==> config.mk <==
export PLATFORM = sky130hd
export DESIGN_NAME = apf_edge_ram
export DESIGN_NICKNAME = d
export VERILOG_FILES = /design/src/rtl/apf_pkg.sv /design/src/rtl/apf_edge_ram.sv
export SDC_FILE = /design/constraint.sdc
export NUM_CORES = 2
export LEC_CHECK = 0
export ABC_AREA = 1
export BUFFER_PORTS_ARGS = -buffer_cell sky130_fd_sc_hd__buf_2
export CAP_MARGIN = 20
export CELL_PAD_IN_SITES_DETAIL_PLACEMENT = 1
export CELL_PAD_IN_SITES_GLOBAL_PLACEMENT = 2
export CORE_UTILIZATION = 45
export CTS_CLUSTER_SIZE = 8
export DETAILED_ROUTE_END_ITERATION = 7
export PLACE_DENSITY_LB_ADDON = 0.1
export SYNTH_ARGS = -nofsm -noshare
export SYNTH_HDL_FRONTEND = slang
export SYNTH_SLANG_ARGS = --single-unit
==> constraint.sdc <==
create_clock -name clock -period 3.48 [get_ports clock]
set_input_delay 0.522 -clock clock [delete_from_list [all_inputs] [get_ports clock]]
set_output_delay 0.522 -clock clock [all_outputs]
set_load 0.05 [all_outputs]
==> src/rtl/apf_pkg.sv <==
// ----------------------------------------------------------------------------
// apf_pkg: shared types and constants of the articulation point finder
// Sizes of the vertex, edge and time spaces and the search sequencer states.
// ----------------------------------------------------------------------------
package apf_pkg;

   localparam int MAX_VERTICES = 64;
   localparam int MAX_EDGES    = 256;
   localparam int VW = $clog2(MAX_VERTICES);       // vertex index width
   localparam int EW = $clog2(MAX_EDGES);          // edge index width
   localparam int CW = EW + 1;                     // edge count width
   localparam int TW = $clog2(MAX_VERTICES + 2);   // discovery time width
   localparam int NW = VW + 1;                     // vertex count width

   localparam logic ACT_ADD = 1'b0;
   localparam logic ACT_RUN = 1'b1;

   typedef enum logic [11:0] {
      ST_IDLE   = 12'b000000000001,
      ST_CLEAR  = 12'b000000000010,
      ST_ROOT   = 12'b000000000100,
      ST_TOP    = 12'b000000001000,
      ST_EREAD  = 12'b000000010000,
      ST_EDGE   = 12'b000000100000,
      ST_BACK   = 12'b000001000000,
      ST_POP    = 12'b000010000000,
      ST_POP2   = 12'b000100000000,
      ST_REPORT = 12'b001000000000,
      ST_EMIT   = 12'b010000000000,
      ST_NONE   = 12'b100000000000
   } state_type;

   // one stack frame of the search
   typedef struct packed {
      logic [VW-1:0] vtx;
      logic [VW-1:0] parent;
      logic          has_parent;
      logic [CW-1:0] pos;
      logic [1:0]    children;   // saturates at 2
   } frame_type;

   // result word handed from the sequencer to the output stage
   typedef struct packed {
      logic          found;
      logic [VW-1:0] vertex;
      logic          last;
      logic          dropped;
   } result_type;

endpackage

==> src/rtl/apf_edge_ram.sv <==
// ----------------------------------------------------------------------------
// apf_edge_ram: edge store
// One write port and one registered read port holding endpoint pairs.
// ----------------------------------------------------------------------------
module apf_edge_ram
   import apf_pkg::*;
(
   input  logic          clock,
   input  logic          wr_en,
   input  logic [EW-1:0] wr_addr,
   input  logic [VW-1:0] wr_a,
   input  logic [VW-1:0] wr_b,
   input  logic [EW-1:0] rd_addr,
   output logic [VW-1:0] rd_a,
   output logic [VW-1:0] rd_b
);

   logic [2*VW-1:0] mem [MAX_EDGES];
   logic [2*VW-1:0] rd_ff;

   always_ff @(posedge clock) begin
      if (wr_en) begin
         mem[wr_addr] <= {wr_a, wr_b};
      end
      rd_ff <= mem[rd_addr];
   end

   assign rd_a = rd_ff[2*VW-1:VW];
   assign rd_b = rd_ff[VW-1:0];

endmodule

**Word-level counts from Yosys, hierarchy flattened**

Memory sizes are Yosys's and may differ from the RTL's. A register that Yosys moved wholly into a read port is not among the register bits.
Index checks and enable logic that the tools add are counted.

- Bits in registers: 0
- Memory bits (writable): 3,072
- Bits of input ports: 30
- Output and inout bits: 12
- Memories: 1

Memory list:

| memory | depth | bits a word | rd ports | clocked after memory_dff | write ports | line | source |
|---|---|---|---|---|---|---|---|
| mem | 256 | 12 | 1 | 1 | 1 | apf_edge_ram.sv:18 | `logic [2*VW-1:0] mem [MAX_EDGES];` |

- Muxes and demuxes: 2

Operator list:

| cell | count |
|---|---|
| 2-to-1 mux 1 bit | 2 |

**Logic depth before layout (Yosys ltp)**

- Depth after elaboration: 2
- Gate-level depth with buffers: 15
- Gate-level depth less buffers: 11

**Worst setup path before layout**

No wires, ideal clock.

- Path type: input -> register
- Start: in wr_en
- End: mem mem[162][0] (netlist name) (enable)
- Library setup time: 0.380 ns
- Data arrival time: 1.809 ns
- Setup slack: 1.291 ns
- Cell stages on the path: 4
- Cell sequence: clkbuf_1 -> nand3_1 -> clkbuf_1 -> nor2_1

- Word-level cells in the longest chain between the ends: 2

Ends and longest elaborated chain:

| item | line | source |
|---|---|---|
| from (decl) | apf_edge_ram.sv:9 | `input logic wr_en,` |
| 2-to-1 mux 1 bit | apf_edge_ram.sv:22 | `if (wr_en) begin` |
| 2-to-1 mux 1 bit (not written as such) | apf_edge_ram.sv:23 | `mem[wr_addr] <= {wr_a, wr_b};` |
| to (decl) | apf_edge_ram.sv:18 |  |

Every way passes these cells.

==> impl.org <==
** Detailed routing
- The detailed router finished its first iteration with ~8.4k violations.
- The first TritonRoute pass finished after 5 iterations.
- Total detailed-routing wirelength :: between 400000 and 500000 um
- Using the TritonRoute via totals, the vias-per-cell ratio works out to a little under 6.
- Post-DRT Antenna Nets :: 0
- For this run, design rule violations remaining after detail routing come to 0.
- Wire per inst :: around 29 um
- DR vias :: between 80k and 90k

** Logic synthesis
- Synthesis produced approximately 10k cells.
- Synthesis inferred approximately 3k register bits.
- Count of synthesis-stage warnings from yosys :: 0
- Summing the sequential cell areas from Yosys gives between 70% and 80% of the chip area.
- Synthesis produced a netlist with a net count of approximately 10k.
- The average instance in the mapped netlist occupies ~12 um^2.
- Post-synthesis instance area :: ~120000 um^2
- Counting distinct cell types in the post-synthesis netlist gives 15.

** Setup path
- STA classifies the critical path startpoint as a primary input.
- The worst setup path is captured at a flop.
- Critical Setup Path Class :: primary input to flop
- CP arrival :: 3570 ps
- STA puts the critical path data required time at between 4000 and 5000 ps.
- Critical path fanouts, max :: 45

** Timing
- The worst path needs roughly 2700 ps of the cycle, external delays included.
- The number of endpoints with negative hold slack in the final report came to 0.
- Number of failing setup endpoints in the final timing report :: 0
- Headroom to the max-slew limit :: between 15 and 20%
- Final critical-path share of the clock period :: about four fifths
- Setup total negative slack on the finished layout was measured at 0 ps.
- Setup repair after global routing left no endpoint under its margin.
- Maximum achievable frequency :: about 370 MHz
- Fin Clk Skew :: ~33 ps
- For the pin with the worst max-slew slack, the measured transition is 1240 ps.
- The max-slew violation total from the final report was 0.

** Power
- For this design the total switching power over the nets is around 19 mW.
- Clock share of power :: between 40% and 50%
- In this run the static leakage power is about 50 nW.
- Per report_power, the sequential group accounts for approximately half of the total.
- Worst IR Drop VDD :: between 400 and 500 uV
- Net switching is 22.9% of the power.
- Power Dens Cells :: a little under 600 nW/um^2
- The internal power of the cells totals 64.3 mW.
- Combinational logic is responsible for under 10% of the overall power.
- The completed layout was analyzed and its total power is around 83 mW.

** Die
- Pin placement for this block handled 42 I/O pins.
- Area of the core :: 276000 um^2
- Total number of placement rows :: a little under 200
- Initial core utilization :: between 40% and 50%
- In this run the horizontal extent of the chip is between 500 and 600 um.
- Overall die height :: between 500 and 600 um
- The floorplan step defined a die boundary enclosing about 280000 um^2.

** GRT
- Entering global routing, the biggest net connects between 100 and 150 pins.
- The first global-routing pass estimated roughly 610000 um of wire.
- Total overflow reported by the global router :: 0
- Combined global-route utilization of all metal layers :: between 20 and 30%
- The number of antenna violations at the first check in global routing is 21.
- Vias in the first global route :: roughly 87k

** Placed design
- Routability-driven placement finished with a final weighted congestion of 0.837.
- HPWL after detailed placement :: around 250000 um
- In this run the cell area measured after placement is between 100000 and 150000 um^2.
- Count of port buffers added during placement :: between 40 and 50

** Job
- Max-capacitance violation count :: 0

** Hold path
- In this run the worst hold path is classified as primary input to flop.

** Layout
- The library cell used most frequently in the layout, excluding fill and tap cells, is nand2_1.
- After routing the design area is around 140000 um^2.
- Fill cells in the final layout number between 20k and 30k.
- The library cells used most frequently in the layout, excluding fill and tap cells, are 3151 x nand2_1, 3072 x edfxtp_1, 3027 x nand3_1.
- Number of nets in the finished design :: around 11k
- Area delta synth->final :: 14.9%
- Fraction of final layout cells sized beyond drive strength 1 :: a little over a tenth

** Run status
- The flow ran to the end, and the final reports show no timing, DRC or antenna violations.

** Clock tree
- Bufs on Longest Clock Path :: 4
- The root buffer cell chosen for the clock tree is clkbuf_16.
- TritonCTS clock tree :: yes
- Level count of the clock H-tree :: 5
- Register clock-pin slew on the reported worst setup and hold paths :: around 50 ps
- In this run, CTS created clock tree buffers numbering 423.
- The clock drives around 3k sinks.
- For the worst-skew pair, the clock arrives at the later sink with an insertion delay of ~940 ps.
==> power groups by stage <==
stage	combinational (mW)	sequential, mW	clock [mW]
6_report	5.36	41.1	37.0
4_1_cts	5.38	41.1	37.5
3_3_place_gp	5.27	41.8	0
2_1_floorplan	2.57	41.8	0
3_5_place_dp	5.35	41.8	0
5_1_grt	5.72	41.0	38.8
==> layer usage <==
layer | GRT usage (%) | wire length (um) | vias to the layer above
met5 | 0 | 13 | -
met4 | 8.62 | 12100 | 2
met3 | 4.15 | 27200 | 544
met2 | 48.1 | 199000 | 3043
met1 | 41.6 | 179000 | 44300
li1 | - | - | 37400
==> synthesized netlist by cell type <==
| cell type | n | share of area, % |
|---|---|---|
| nand2_1 | 3167 | 9.5 |
| edfxtp_1 | 3072 | 74 |
| nand3_1 | 3027 | 12 |
| buf_2 | 423 | 1.7 |
| nor2_1 | 283 | 0.85 |
| clkbuf_1 | 119 | 0.36 |
| buf_6 | 98 | 0.88 |
| buf_4 | 50 | 0.30 |
| inv_1 | 35 | 0.11 |
| buf_1 | 19 | 0.057 |
| dfxtp_1 | 12 | 0.19 |
| buf_8 | 2 | 0.024 |
| clkinv_1 | 2 | 0.0060 |
| inv_2 | 1 | 0.0030 |
| inv_4 | 1 | 0.0050 |
==> registers in the layout, indices dropped and copies added, names as in the netlist <==
register	count
mem	3072
rd_ff	12
==> critical path, cell delays in order <==
cell and delay, ps:
buf_8 160, buf_12 270, buf_12 290, buf_4 390, nand2_1 110, nand3_1 100
nand3_1 120, nand3_1 150, nand3_1 240, nand3_1 190, nand3_1 330, nand2_1 190
nand2_1 190, nand2_1 150
==> metrics by stage <==
stage                     setup WS, ps  util, %  hold WS [ps]  std cells
after floorplan                   1290        -           621      10300
after global placement           -71.8     47.8           981      14000
after detailed placement         -67.2     47.8           984      14000
after CTS                          899     51.9          26.9      14500
after global routing               734     51.9          55.7      14500
final                              765     52.0          79.4      14500
==> final cells by class <==
cell class	count	area (um^2)	share of cell area (%)
repair buffers	675	6710	4.67
diodes	4	10.0	0.00697
clock buffers	520	11100	7.75
clock inverters	17	231	0.161
inverters	39	188	0.131
multi-input cells	6477	28100	19.6
well taps	3705	4640	3.23
flip-flops and latches	3084	92500	64.4
==> cells by family (layout without fill, tap and decap cells) <==
| kind of cell | count (synthesis) | after routing | share of synthesized area [%] |
|---|---|---|---|
| AND/OR/NAND/NOR | 6477 | 6477 | 22.5 |
| flip-flops | 3084 | 3084 | 74.1 |
| buffers and inverters | 750 | 1251 | 3.44 |
| other | 0 | 4 | 0 |
==> repair_timing <==
action,4_1_cts,5_1_grt
hold endpoints to repair,4,0
hold buffers,1,0
buffers inserted,0,0
gates resized for setup,0,0
==> final timing paths <==
kind | slack (ps) | endpoint | cells after the start | from
worst max register to register | 1140 | rd_ff[1] | 10 | mem[135][1]
worst min-delay path | 80 | mem[99][11] | 1 | wr_a[5]
worst min register to register | 1020 | rd_ff[2] | 10 | mem[194][2]
worst max-delay path | 760 | rd_ff[8] | 14 | rd_addr[0]
Power figures use the tool's default switching activity.
