**config.mk**
```make
export PLATFORM = sky130hd
export DESIGN_NAME = apf_output_reg
export DESIGN_NICKNAME = d
export VERILOG_FILES = /design/src/rtl/apf_pkg.sv /design/src/rtl/apf_output_reg.sv
export SDC_FILE = /design/constraint.sdc
export NUM_CORES = 1
export LEC_CHECK = 0
export BUFFER_PORTS_ARGS = -buffer_cell sky130_fd_sc_hd__buf_2
export CORE_AREA = 5 5 42 44
export CTS_BUF_LIST = sky130_fd_sc_hd__clkbuf_8
export CTS_CLUSTER_SIZE = 14
export DETAILED_ROUTE_END_ITERATION = 16
export DIE_AREA = 0 0 47 49
export PLACE_DENSITY = 0.55
export SETUP_SLACK_MARGIN = 0.3
export SLEW_MARGIN = 20
export SYNTH_ARGS = -nofsm -noshare
export SYNTH_HDL_FRONTEND = slang
export SYNTH_SLANG_ARGS = --single-unit
```
**constraint.sdc**
```tcl
create_clock -name clock -period 0.8 [get_ports clock]
set_clock_uncertainty 0.05 [all_clocks]
set_input_delay 0 -clock clock [delete_from_list [all_inputs] [get_ports clock]]
set_output_delay 0 -clock clock [all_outputs]
set_load 0.1 [all_outputs]
```
**src/rtl/apf_pkg.sv**
```systemverilog
// ----------------------------------------------------------------------------
// apf_pkg: shared types and constants of the articulation point finder
// Sizes of the vertex, edge and time spaces and the search sequencer states.
// ----------------------------------------------------------------------------
package apf_pkg;

   localparam int MAX_VERTICES = 64;
   localparam int MAX_EDGES    = 256;
   localparam int VW = $clog2(MAX_VERTICES);       // vertex index width
   localparam int EW = $clog2(MAX_EDGES);          // edge index width
   localparam int CW = EW + 1;                     // edge count width
   localparam int TW = $clog2(MAX_VERTICES + 2);   // discovery time width
   localparam int NW = VW + 1;                     // vertex count width

   localparam logic ACT_ADD = 1'b0;
   localparam logic ACT_RUN = 1'b1;

   typedef enum logic [11:0] {
      ST_IDLE   = 12'b000000000001,
      ST_CLEAR  = 12'b000000000010,
      ST_ROOT   = 12'b000000000100,
      ST_TOP    = 12'b000000001000,
      ST_EREAD  = 12'b000000010000,
      ST_EDGE   = 12'b000000100000,
      ST_BACK   = 12'b000001000000,
      ST_POP    = 12'b000010000000,
      ST_POP2   = 12'b000100000000,
      ST_REPORT = 12'b001000000000,
      ST_EMIT   = 12'b010000000000,
      ST_NONE   = 12'b100000000000
   } state_type;

   // one stack frame of the search
   typedef struct packed {
      logic [VW-1:0] vtx;
      logic [VW-1:0] parent;
      logic          has_parent;
      logic [CW-1:0] pos;
      logic [1:0]    children;   // saturates at 2
   } frame_type;

   // result word handed from the sequencer to the output stage
   typedef struct packed {
      logic          found;
      logic [VW-1:0] vertex;
      logic          last;
      logic          dropped;
   } result_type;

endpackage

```
**src/rtl/apf_output_reg.sv**
```systemverilog
// ----------------------------------------------------------------------------
// apf_output_reg: result register
// Holds one result word until the consumer takes it.
// ----------------------------------------------------------------------------
module apf_output_reg
   import apf_pkg::*;
(
   input  logic       clock,
   input  logic       reset,
   input  logic       load,
   input  result_type load_word,
   output logic       full,
   output logic       rsp_valid,
   input  logic       rsp_stall,
   output result_type rsp_word
);

   logic       valid_ff, valid_in;
   result_type word_ff;

   always_comb begin
      valid_in = valid_ff;
      if (valid_ff && !rsp_stall) begin
         valid_in = 1'b0;
      end
      if (load) begin
         valid_in = 1'b1;
      end
   end

   always_ff @(posedge clock) begin
      if (reset) begin
         valid_ff <= 1'b0;
      end else begin
         valid_ff <= valid_in;
      end
      if (load) begin
         word_ff <= load_word;
      end
   end

   assign full      = valid_ff && rsp_stall;
   assign rsp_valid = valid_ff;
   assign rsp_word  = word_ff;

endmodule

```
# Yosys cells after proc, flatten, opt, wreduce, memory -nomap -nowiden
# Index checks and enable logic that the tools add are counted.
# totals
register_bits	10
# classes
reduce_logical	4
muxes	2
# op_table
op	count
$logic_and A1 B1 Y1	2
$mux W1	2
$reduce_bool A2 Y1	1
$logic_not A1 Y1	1

# Longest topological paths before layout
# Gate-level depths: netlist (run 1).
# logic_depth
depth_word	4
ltp_mapped	2
mapped_depth_nobuf	2

# Worst setup path before layout (run 1)
# Ideal clock, no wire load.
# synth_timing
path_kind	reg-to-output
from	reg valid_ff, in the netlist rsp_valid
to	out full
path_slack_ns	-0.822
path_buffers	0
arrival_time_ns	1.572
required_time_ns	0.750
stages_incl_launch_ff	2
path_cell_list	dfxtp_1 and2_2
# synth_between
elab_chain_cells	1
# synth_rtl
element	line_no	rtl
start, declared	apf_output_reg.sv:18	logic valid_ff, valid_in;
start signal, assigned	apf_output_reg.sv:35	valid_ff <= valid_in;
$logic_and A1 B1 Y1	apf_output_reg.sv:42	assign full = valid_ff && rsp_stall;
end, declared	apf_output_reg.sv:12	output logic full,
# No other way between the ends.

# Worst setup path in the final report (run 1)
# Ends and elaborated chain as after synthesis.

==> results.sh, run 1 <==
export IMPL_status="finished with violations"
export IMPL_violations="hold timing, setup timing"
export IMPL_ys_seq_elements=10
export IMPL_start_util_pct=21.9
export IMPL_core_mm2=0.00140
export IMPL_vias=221
export IMPL_rsz0062_at_grt="yes"
export IMPL_ant_nets=0
export IMPL_htree_num_levels=1
export IMPL_synth_area_top_cells="edfxtp_1 88%, dfxtp_1 6.5%, and2_2 2.4%, a21oi_1 1.6%, nor2_1 1.2%"
export IMPL_synthTopCellsByCount="9 x edfxtp_1, 1 x a21oi_1, 1 x and2_2, 1 x dfxtp_1, 1 x nor2_1"
export IMPL_drtIter0Drc=0
export IMPL_leakagePower_nw=0.298
export IMPL_hold_viol=10
export IMPL_synthFlopType="edfxtp_1"
export IMPL_period_share_pct=115
export IMPL_gp_congestion=0.636
export IMPL_worstHoldStart="reset"
export IMPL_maxSlewHeadroom_pct=85.0
export IMPL_worstPathArrival_ps=870
export IMPL_crit_fanout=3
export IMPL_drive_gt1_share_pct=74.4
export IMPL_num_antenna_cells=0
export IMPL_r2r_end="rsp_valid$_SDFFE_PP0P_"
export IMPL_max_cap_viol_count=0
export IMPL_critPathLaunchType="register"
export IMPL_clockBufferDepth=2
export IMPL_worstHoldPathType="in2reg"
export IMPL_cts_buffers=3
export IMPL_num_rows=14
export IMPL_clock_sinks=10
export IMPL_grt_pass1_vias=221
export IMPL_yosysTopAreaCellShare_pct=88.2
export IMPL_syn_nets=26
export IMPL_power_density_mw_per_mm2=2470
export IMPL_die_area_mm2=0.00230
export IMPL_first_pass_iters=1
export IMPL_die_w_um=47
export IMPL_holdWs_ps=-131
export IMPL_worst_slew_pin_slew_ps=224
export IMPL_post_dp_cell_area_um2=612
export IMPL_root_buffer="clkbuf_8"
export IMPL_fin_area_um2=687
export IMPL_finalCriticalPeriod_ps=923
export IMPL_r2r_start="rsp_valid$_SDFFE_PP0P_"
export IMPL_clock_latency_ps=220
export IMPL_grt_usage_pct=6.62
export IMPL_clk_pin_slew_ps=40
export IMPL_syn_area_um2=307
export IMPL_max_freq_ghz=1.08
export IMPL_cts_tree="done"
export IMPL_critical_path_required_ps=750
export IMPL_synth_area_per_cell_um2=23.6
export IMPL_yosys_warnings=0
export IMPL_crit_start="rsp_valid$_SDFFE_PP0P_"
export IMPL_antenna_found_initial=0
export IMPL_grt_pass1_wl_um=972
export IMPL_drc_errors=0
export IMPL_fin_nets=57
export IMPL_fin_ws_ps=-123
export IMPL_die_h_um=49
export IMPL_gr_total_overflow=0
export IMPL_synth_cell_types=5
export IMPL_synth_area_leader_cell="edfxtp_1"
export IMPL_avgViaCountPerCell=3.75
export IMPL_setup_violations_final=12
export IMPL_pre_cts_slack_ps=84.8
export IMPL_pin_count=24
export IMPL_drv_slew=0
export IMPL_wl_per_cell_um=10.9
export IMPL_final_util_pct=49.0
export IMPL_areaGrowthSynthToFinish_pct=124
export IMPL_synthArstFlopShare_pct=0
export IMPL_crit_path_end_kind="output port"
export IMPL_totalWireLength_um=645
export IMPL_worst_setup_path_type="reg2out"
export IMPL_endpoint="full"
export IMPL_synth_edf_count=9
export IMPL_ys_seq_area_share_pct=94.7
export IMPL_portBuffers=23
export IMPL_r2r_slack_ps=-100
export IMPL_yosysMostFrequentCell="edfxtp_1"
export IMPL_grt_max_degree=11
export IMPL_synthCells=13
export IMPL_r2r_cells=4
export IMPL_ir_worst_vdd_mv=1.28
critical path, cell delays in order (launching register included):
cell     delay, ps
dfxtp_4        340
and2_4         140
buf_12         160
cells in the final DEF (no fill, tap or decap), drive strengths merged:
master  synthesis  final
and2            1      1
nor2            1      1
dfxtp           1      1
inv             0      1
clkbuf          0      3
buf             0     26
a21oi           1      1
edfxtp          9      9
metal layers:
layer / vias to the layer above / wire, um / global-route usage, %
met4: 0 / 0 / 5.53
li1: 109 / - / -
met1: 95 / 198 / 5.47
met2: 17 / 307 / 8.60
met3: 0 / 139 / 7.01
met5: - / 0 / 0
worst min-delay path by stage:
stage,slack (ps),cells after the start,endpoint
floorplan,10,1,rsp_valid$_SDFFE_PP0P_
global placement,100,2,rsp_valid$_SDFFE_PP0P_
detailed placement,110,2,rsp_valid$_SDFFE_PP0P_
CTS,-130,2,rsp_valid$_SDFFE_PP0P_
global route,-120,2,rsp_valid$_SDFFE_PP0P_
finish,-130,2,rsp_valid$_SDFFE_PP0P_
cells by family (layout without fill, tap and decap cells):
family | count (synthesis) | in the layout | share of synthesized area (%)
buf+inv | 0 | 30 | 0
compound gates | 1 | 1 | 1.63
flops | 10 | 10 | 94.7
simple gates | 2 | 2 | 3.67
report_power, final:
group          switching (W)  internal [W]
combinational       0.000347      0.000193
clock               0.000173      0.000334
sequential         0.0000305      0.000617
what timing repair did:
action                                  CTS  global route
cloned                                    0             0
endpoints found under the hold margin    10            10
resized for setup                         1             1
buffers inserted                          2             1
endpoints found under the setup margin   12            12
pin swaps                                 1             2
registers in the layout (all words and copies together) (netlist names):
signal,flops
rsp_valid,1
rsp_word,9
stage by stage:
stage	hold slack [ps]	cells	TNS, ps	total power, W
6_report	-131	59	-984	0.00169
4_1_cts	-127	58	-995	0.00171
5_1_grt	-117	59	-1290	0.00176
2_1_floorplan	12.7	13	-1560	0.000951
3_5_place_dp	113	52	0	0.00118
3_3_place_gp	98.3	52	0	0.00118
layout make-up:
cell class / instances / area [um^2]
fillers: 131 / 714
repair buffers: 26 / 307
flip-flops and latches: 10 / 294
clock buffers: 3 / 41.3
multi-input cells: 3 / 21.3
well taps: 16 / 20.0
clock inverters: 1 / 3.75
Note: power is estimated with default switching activity, not from simulation.
==> run 2: changes to the inputs <==
==> constraint.sdc (replaced) <==
create_clock -name clock -period 0.8 [get_ports clock]
set_clock_uncertainty 0.05 [all_clocks]
set_input_delay 0.12 -clock clock [delete_from_list [all_inputs] [get_ports clock]]
set_output_delay 0.12 -clock clock [all_outputs]
set_load 0.1 [all_outputs]
==> run 2 against run 1 <==
Against the previous run: the run still ends with hold timing, setup timing left; flip-flop and latch count unchanged; sequential power about the same; hold slack better by 130 ps; fmax down 12%; critical endpoint unchanged; non-clock buffer count down 2; critical path depth unchanged.
==> results.sh, run 2 (same netlist as run 1, synthesis figures left out) <==
export IMPL_status="finished with violations"
export IMPL_violations="hold timing, setup timing"
export IMPL_max_freq_ghz=0.954
export IMPL_num_rows=14
export IMPL_die_area_mm2=0.00230
export IMPL_start_util_pct=21.9
export IMPL_worstHoldPathType="in2reg"
export IMPL_antenna_found_initial=0
export IMPL_core_mm2=0.00140
export IMPL_largest_reg_flops=9
export IMPL_fin_nets=55
export IMPL_wl_met3_um=132
export IMPL_wl_met1_um=180
export IMPL_worst_setup_path_type="reg2out"
export IMPL_crit_fanout=3
export IMPL_post_dp_cell_area_um2=619
export IMPL_drv_slew=0
export IMPL_routed_top_layer="met3"
export IMPL_grt_pass1_vias=235
export IMPL_hold_viol=1
export IMPL_drive_gt1_share_pct=70.7
export IMPL_die_h_um=49
export IMPL_regArea_um2=294
export IMPL_critical_path_required_ps=630
export IMPL_holdWs_ps=-4.47
export IMPL_cts_buffers=3
export IMPL_worst_slew_pin_slew_ps=206
export IMPL_fin_area_um2=664
export IMPL_gp_congestion=0.637
export IMPL_gr_total_overflow=0
export IMPL_layout_common_cells="12 x buf_2, 11 x buf_12, 9 x edfxtp_1"
export IMPL_place_inst=53
export IMPL_final_common_cell="buf_2"
export IMPL_maxSlewHeadroom_pct=86.3
export IMPL_areaGrowthSynthToFinish_pct=117
export IMPL_finalCriticalPeriod_ps=1050
export IMPL_cts_tree="done"
export IMPL_r2r_slack_ps=120
export IMPL_first_pass_iters=1
export IMPL_final_cells=57
export IMPL_vias=221
export IMPL_drtIter0Drc=0
export IMPL_final_util_pct=47.4
export IMPL_max_cap_viol_count=0
export IMPL_critPathLaunchType="register"
export IMPL_fin_ws_ps=-248
export IMPL_worstPathArrival_ps=880
export IMPL_multi_input_area_um2=17.5
export IMPL_clock_sinks=10
export IMPL_path_cells="and2_4 -> buf_12"
export IMPL_clockBufferDepth=2
export IMPL_power_density_mw_per_mm2=2520
export IMPL_clk_pin_slew_ps=40
export IMPL_met2WireLength_um=303
export IMPL_portBuffers=23
export IMPL_grt_max_degree=11
export IMPL_crit_path_end_kind="output port"
export IMPL_grt_pass1_wl_um=945
export IMPL_clock_latency_ps=220
export IMPL_slowest_delay_ps=340
export IMPL_ir_worst_vdd_mv=1.07
export IMPL_pre_cts_slack_ps=-15.1
export IMPL_ant_nets=0
export IMPL_rsz0062_at_grt="yes"
export IMPL_htree_num_levels=1
export IMPL_avgViaCountPerCell=3.88
export IMPL_totalWireLength_um=616
export IMPL_setup_violations_final=11
export IMPL_nFillCells=135
export IMPL_grt_usage_pct=6.49
export IMPL_leakagePower_nw=0.286
export IMPL_pin_count=24
export IMPL_root_buffer="clkbuf_8"
export IMPL_slowest_stage="dfxtp_4"
export IMPL_wl_per_cell_um=10.8
export IMPL_drc_errors=0
export IMPL_period_share_pct=131
export IMPL_die_w_um=47
export IMPL_num_antenna_cells=0
run 2: cell count changes in the layout (fill, tap and decap cells not counted), sizes merged:
cell	change
buf	-2
run 2: cell type report:
cell class / instances / share of cell area (%)
Clock inverter: 1 / 0.565
Tap cell: 16 / 3.01
Multi-Input combinational cell: 3 / 2.64
Timing Repair Buffer: 24 / 43.3
Sequential cell: 10 / 44.3
Clock buffer: 3 / 6.21
run 2: what timing repair did:
action	in CTS	in global routing
gates resized for setup	0	0
hold endpoints to repair	1	1
pin swaps	1	0
endpoints found under the setup margin	12	12
buffers inserted	0	0
run 2: worst max-delay path: cells and delay by family, from the launching register on:
family | cells | cell delay (ps)
DFF | 1 | 340
and+or+nand+nor | 1 | 140
buffers and inverters | 1 | 160
run 2: metrics by stage:
stage	power (W)	setup TNS [ps]	hold slack [ps]
after detailed placement	0.00119	-15.1	228
final	0.00168	-2200	-4.47
after floorplan	0.000951	-2760	133
after global routing	0.00175	-2490	-5.33
after CTS	0.00170	-2320	-11.4
after global placement	0.00118	-4.45	218
run 2: path summary, 6_finish.rpt:
path | start | endpoint | depth (start not counted)
setup / recovery | rsp_valid$_SDFFE_PP0P_ | full | 2
hold / removal | reset | rsp_valid$_SDFFE_PP0P_ | 2
setup reg to reg | rsp_valid$_SDFFE_PP0P_ | rsp_valid$_SDFFE_PP0P_ | 2
hold reg to reg | rsp_valid$_SDFFE_PP0P_ | rsp_valid$_SDFFE_PP0P_ | 2
run 2: report_power, final:
part | internal, W | leakage [nW] | switching, W
sequential | 0.000617 | 0.0970 | 0.0000306
combinational | 0.000183 | 0.162 | 0.000342
clock | 0.000333 | 0.0269 | 0.000170
total | 0.00113 | 0.286 | 0.000543
run 2: metal layers:
metal | global-route usage (%) | vias up
met4 | 5.53 | 0
met1 | 5.26 | 100
met2 | 8.37 | 17
met3 | 7.01 | 0
li1 | - | 104
met5 | 0 | -
==> run 3: changes to the inputs <==
--- a/config.mk
+++ b/config.mk
@@ -11,7 +11,8 @@
 export CTS_CLUSTER_SIZE = 14
 export DETAILED_ROUTE_END_ITERATION = 16
 export DIE_AREA = 0 0 47 49
-export PLACE_DENSITY = 0.55
+export HOLD_SLACK_MARGIN = 0.06
+export PLACE_DENSITY = 0.5
 export SETUP_SLACK_MARGIN = 0.3
 export SLEW_MARGIN = 20
 export SYNTH_ARGS = -nofsm -noshare
==> constraint.sdc (replaced) <==
create_clock -name clock -period 0.9 [get_ports clock]
set_clock_uncertainty 0.05 [all_clocks]
set_input_delay 0.135 -clock clock [delete_from_list [all_inputs] [get_ports clock]]
set_output_delay 0.135 -clock clock [all_outputs]
set_load 0.1 [all_outputs]
==> run 3 against run 2 <==
Against the previous run: the run ends with setup timing left; hold slack improved by 4.8 ps; combinational power down 8.8%; count of clock-buffer cells in the layout stayed put; final cell count is 3.5% higher; register-to-register slack got worse by 90 ps; first-iteration DRC count is 2 higher; sequential share of layout area shrank 1.5 points; core utilization is 1.6 points higher; sequential power down 11%; non-clock buffer count grew 2; setup slack better by 91 ps; critical path type unchanged; highest routed layer unchanged.
==> results.sh, run 3 (same netlist as run 1, synthesis figures left out) <==
export IMPL_status="finished with violations"
export IMPL_violations="setup timing"
export IMPL_layout_common_cells="12 x buf_2, 11 x buf_12, 9 x edfxtp_1"
export IMPL_fin_nets=57
export IMPL_worst_setup_path_type="reg2out"
export IMPL_cts_buffers=3
export IMPL_drv_slew=0
export IMPL_worstPathArrival_ps=870
export IMPL_pre_cts_slack_ps=53.6
export IMPL_avgViaCountPerCell=3.97
export IMPL_drtIter0Drc=2
export IMPL_clk_pin_slew_ps=40
export IMPL_die_h_um=49
export IMPL_wl_met1_um=156
export IMPL_totalWireLength_um=670
export IMPL_setup_violations_final=11
export IMPL_areaGrowthSynthToFinish_pct=124
export IMPL_leakagePower_nw=0.298
export IMPL_max_freq_ghz=0.946
export IMPL_place_inst=52
export IMPL_ir_worst_vdd_mv=1.14
export IMPL_clock_sinks=10
export IMPL_r2r_slack_ps=30
export IMPL_met2WireLength_um=401
export IMPL_clock_latency_ps=220
export IMPL_first_pass_iters=4
export IMPL_grt_usage_pct=6.20
export IMPL_worst_slew_pin_slew_ps=220
export IMPL_r2r_end="rsp_valid$_SDFFE_PP0P_"
export IMPL_cts_tree="done"
export IMPL_final_cells=59
export IMPL_routed_top_layer="met3"
export IMPL_period_share_pct=118
export IMPL_critPathLaunchType="register"
export IMPL_portBuffers=23
export IMPL_clockBufferDepth=2
export IMPL_drc_errors=0
export IMPL_ant_nets=0
export IMPL_wl_per_cell_um=11.4
export IMPL_drive_gt1_share_pct=74.4
export IMPL_path_cells="and2_4 -> buf_12"
export IMPL_final_common_cell="buf_2"
export IMPL_r2r_cells=4
export IMPL_core_mm2=0.00140
export IMPL_fin_ws_ps=-158
export IMPL_root_buffer="clkbuf_8"
export IMPL_wl_met3_um=112
export IMPL_grt_max_degree=11
export IMPL_num_antenna_cells=0
export IMPL_num_rows=14
export IMPL_slowest_delay_ps=340
export IMPL_worstHoldPathType="in2reg"
export IMPL_htree_num_levels=1
export IMPL_worstHoldStart="reset"
export IMPL_min_to="rsp_valid$_SDFFE_PP0P_"
export IMPL_maxSlewHeadroom_pct=85.3
export IMPL_grt_pass1_vias=254
export IMPL_gp_congestion=0.566
export IMPL_gr_total_overflow=0
export IMPL_finalCriticalPeriod_ps=1060
export IMPL_grt_pass1_wl_um=993
export IMPL_max_cap_viol_count=0
export IMPL_crit_fanout=3
export IMPL_hold_depth=2
export IMPL_hold_viol=0
export IMPL_power_density_mw_per_mm2=2180
export IMPL_critical_path_required_ps=710
export IMPL_rsz0062_at_grt="yes"
export IMPL_die_area_mm2=0.00230
export IMPL_start_util_pct=21.9
export IMPL_nFillCells=134
export IMPL_p_total_w=0.00150
export IMPL_die_w_um=47
export IMPL_antenna_found_initial=0
export IMPL_crit_path_end_kind="output port"
export IMPL_largest_reg_flops=9
export IMPL_pin_count=24
export IMPL_r2r_start="rsp_valid$_SDFFE_PP0P_"
export IMPL_slowest_stage="dfxtp_4"
export IMPL_vias=234
## run 3: cell count changes in the layout (fill, tap and decap cells not counted)
cell	delta
buf_6	+1
a21oi_1	-1
buf_4	+1
a21oi_2	+1
## run 3: worst max-delay path: cells and delay by family (launching register included)
family / cells / cell delay [ps]
AND/OR/NAND/NOR: 1 / 140
buffers and inverters: 1 / 160
flip-flops: 1 / 340
## run 3: worst max-delay path by stage
stage	startpoint	endpoint	slack (ps)	cells after the start
2_1_floorplan	rsp_valid$_SDFFE_PP0P_	full	-190	1
3_3_place_gp	rsp_valid$_SDFFE_PP0P_	full	60	2
3_5_place_dp	rsp_valid$_SDFFE_PP0P_	full	50	2
4_1_cts	rsp_valid$_SDFFE_PP0P_	full	-160	2
5_1_grt	rsp_valid$_SDFFE_PP0P_	full	-180	2
6_report	rsp_valid$_SDFFE_PP0P_	full	-160	2
## run 3: layout make-up
cell class,instances,area [um^2],area share [%]
tap,16,20.0,2.91
sequential,10,294,42.8
multi-input combinational,3,21.3,3.10
clock buffer,3,41.3,6.01
clock inverter,1,3.75,0.546
timing repair buffer,26,307,44.6
## run 3: through the flow
| step | utilization [%] | TNS [ps] | cell area [um^2] | hold WS [ps] |
|---|---|---|---|---|
| after floorplan | - | -1890 | 312 | 148 |
| after global placement | 43.7 | 0 | 612 | 232 |
| after detailed placement | 43.7 | 0 | 612 | 236 |
| after CTS | 48.2 | -1360 | 676 | 2.91 |
| after global routing | 49.0 | -1520 | 687 | 20.3 |
| final | 49.0 | -1280 | 687 | 0.328 |
## run 3: routing by layer
layer  global-route usage, %  vias up
li1                        -      108
met1                    5.25      110
met2                    10.9       16
met3                    3.69        0
met4                    2.76        0
met5                       0        -
## run 3: what timing repair did
action,in CTS,in global routing
resized for setup,1,1
setup buffers,2,1
endpoints found under the setup margin,12,12
pin swaps,2,2
hold endpoints to repair,10,10
## run 3: report_power, final
part / internal [W] / switching (W)
logic: 0.000171 / 0.000308
clock network: 0.000296 / 0.000145
registers: 0.000549 / 0.0000287
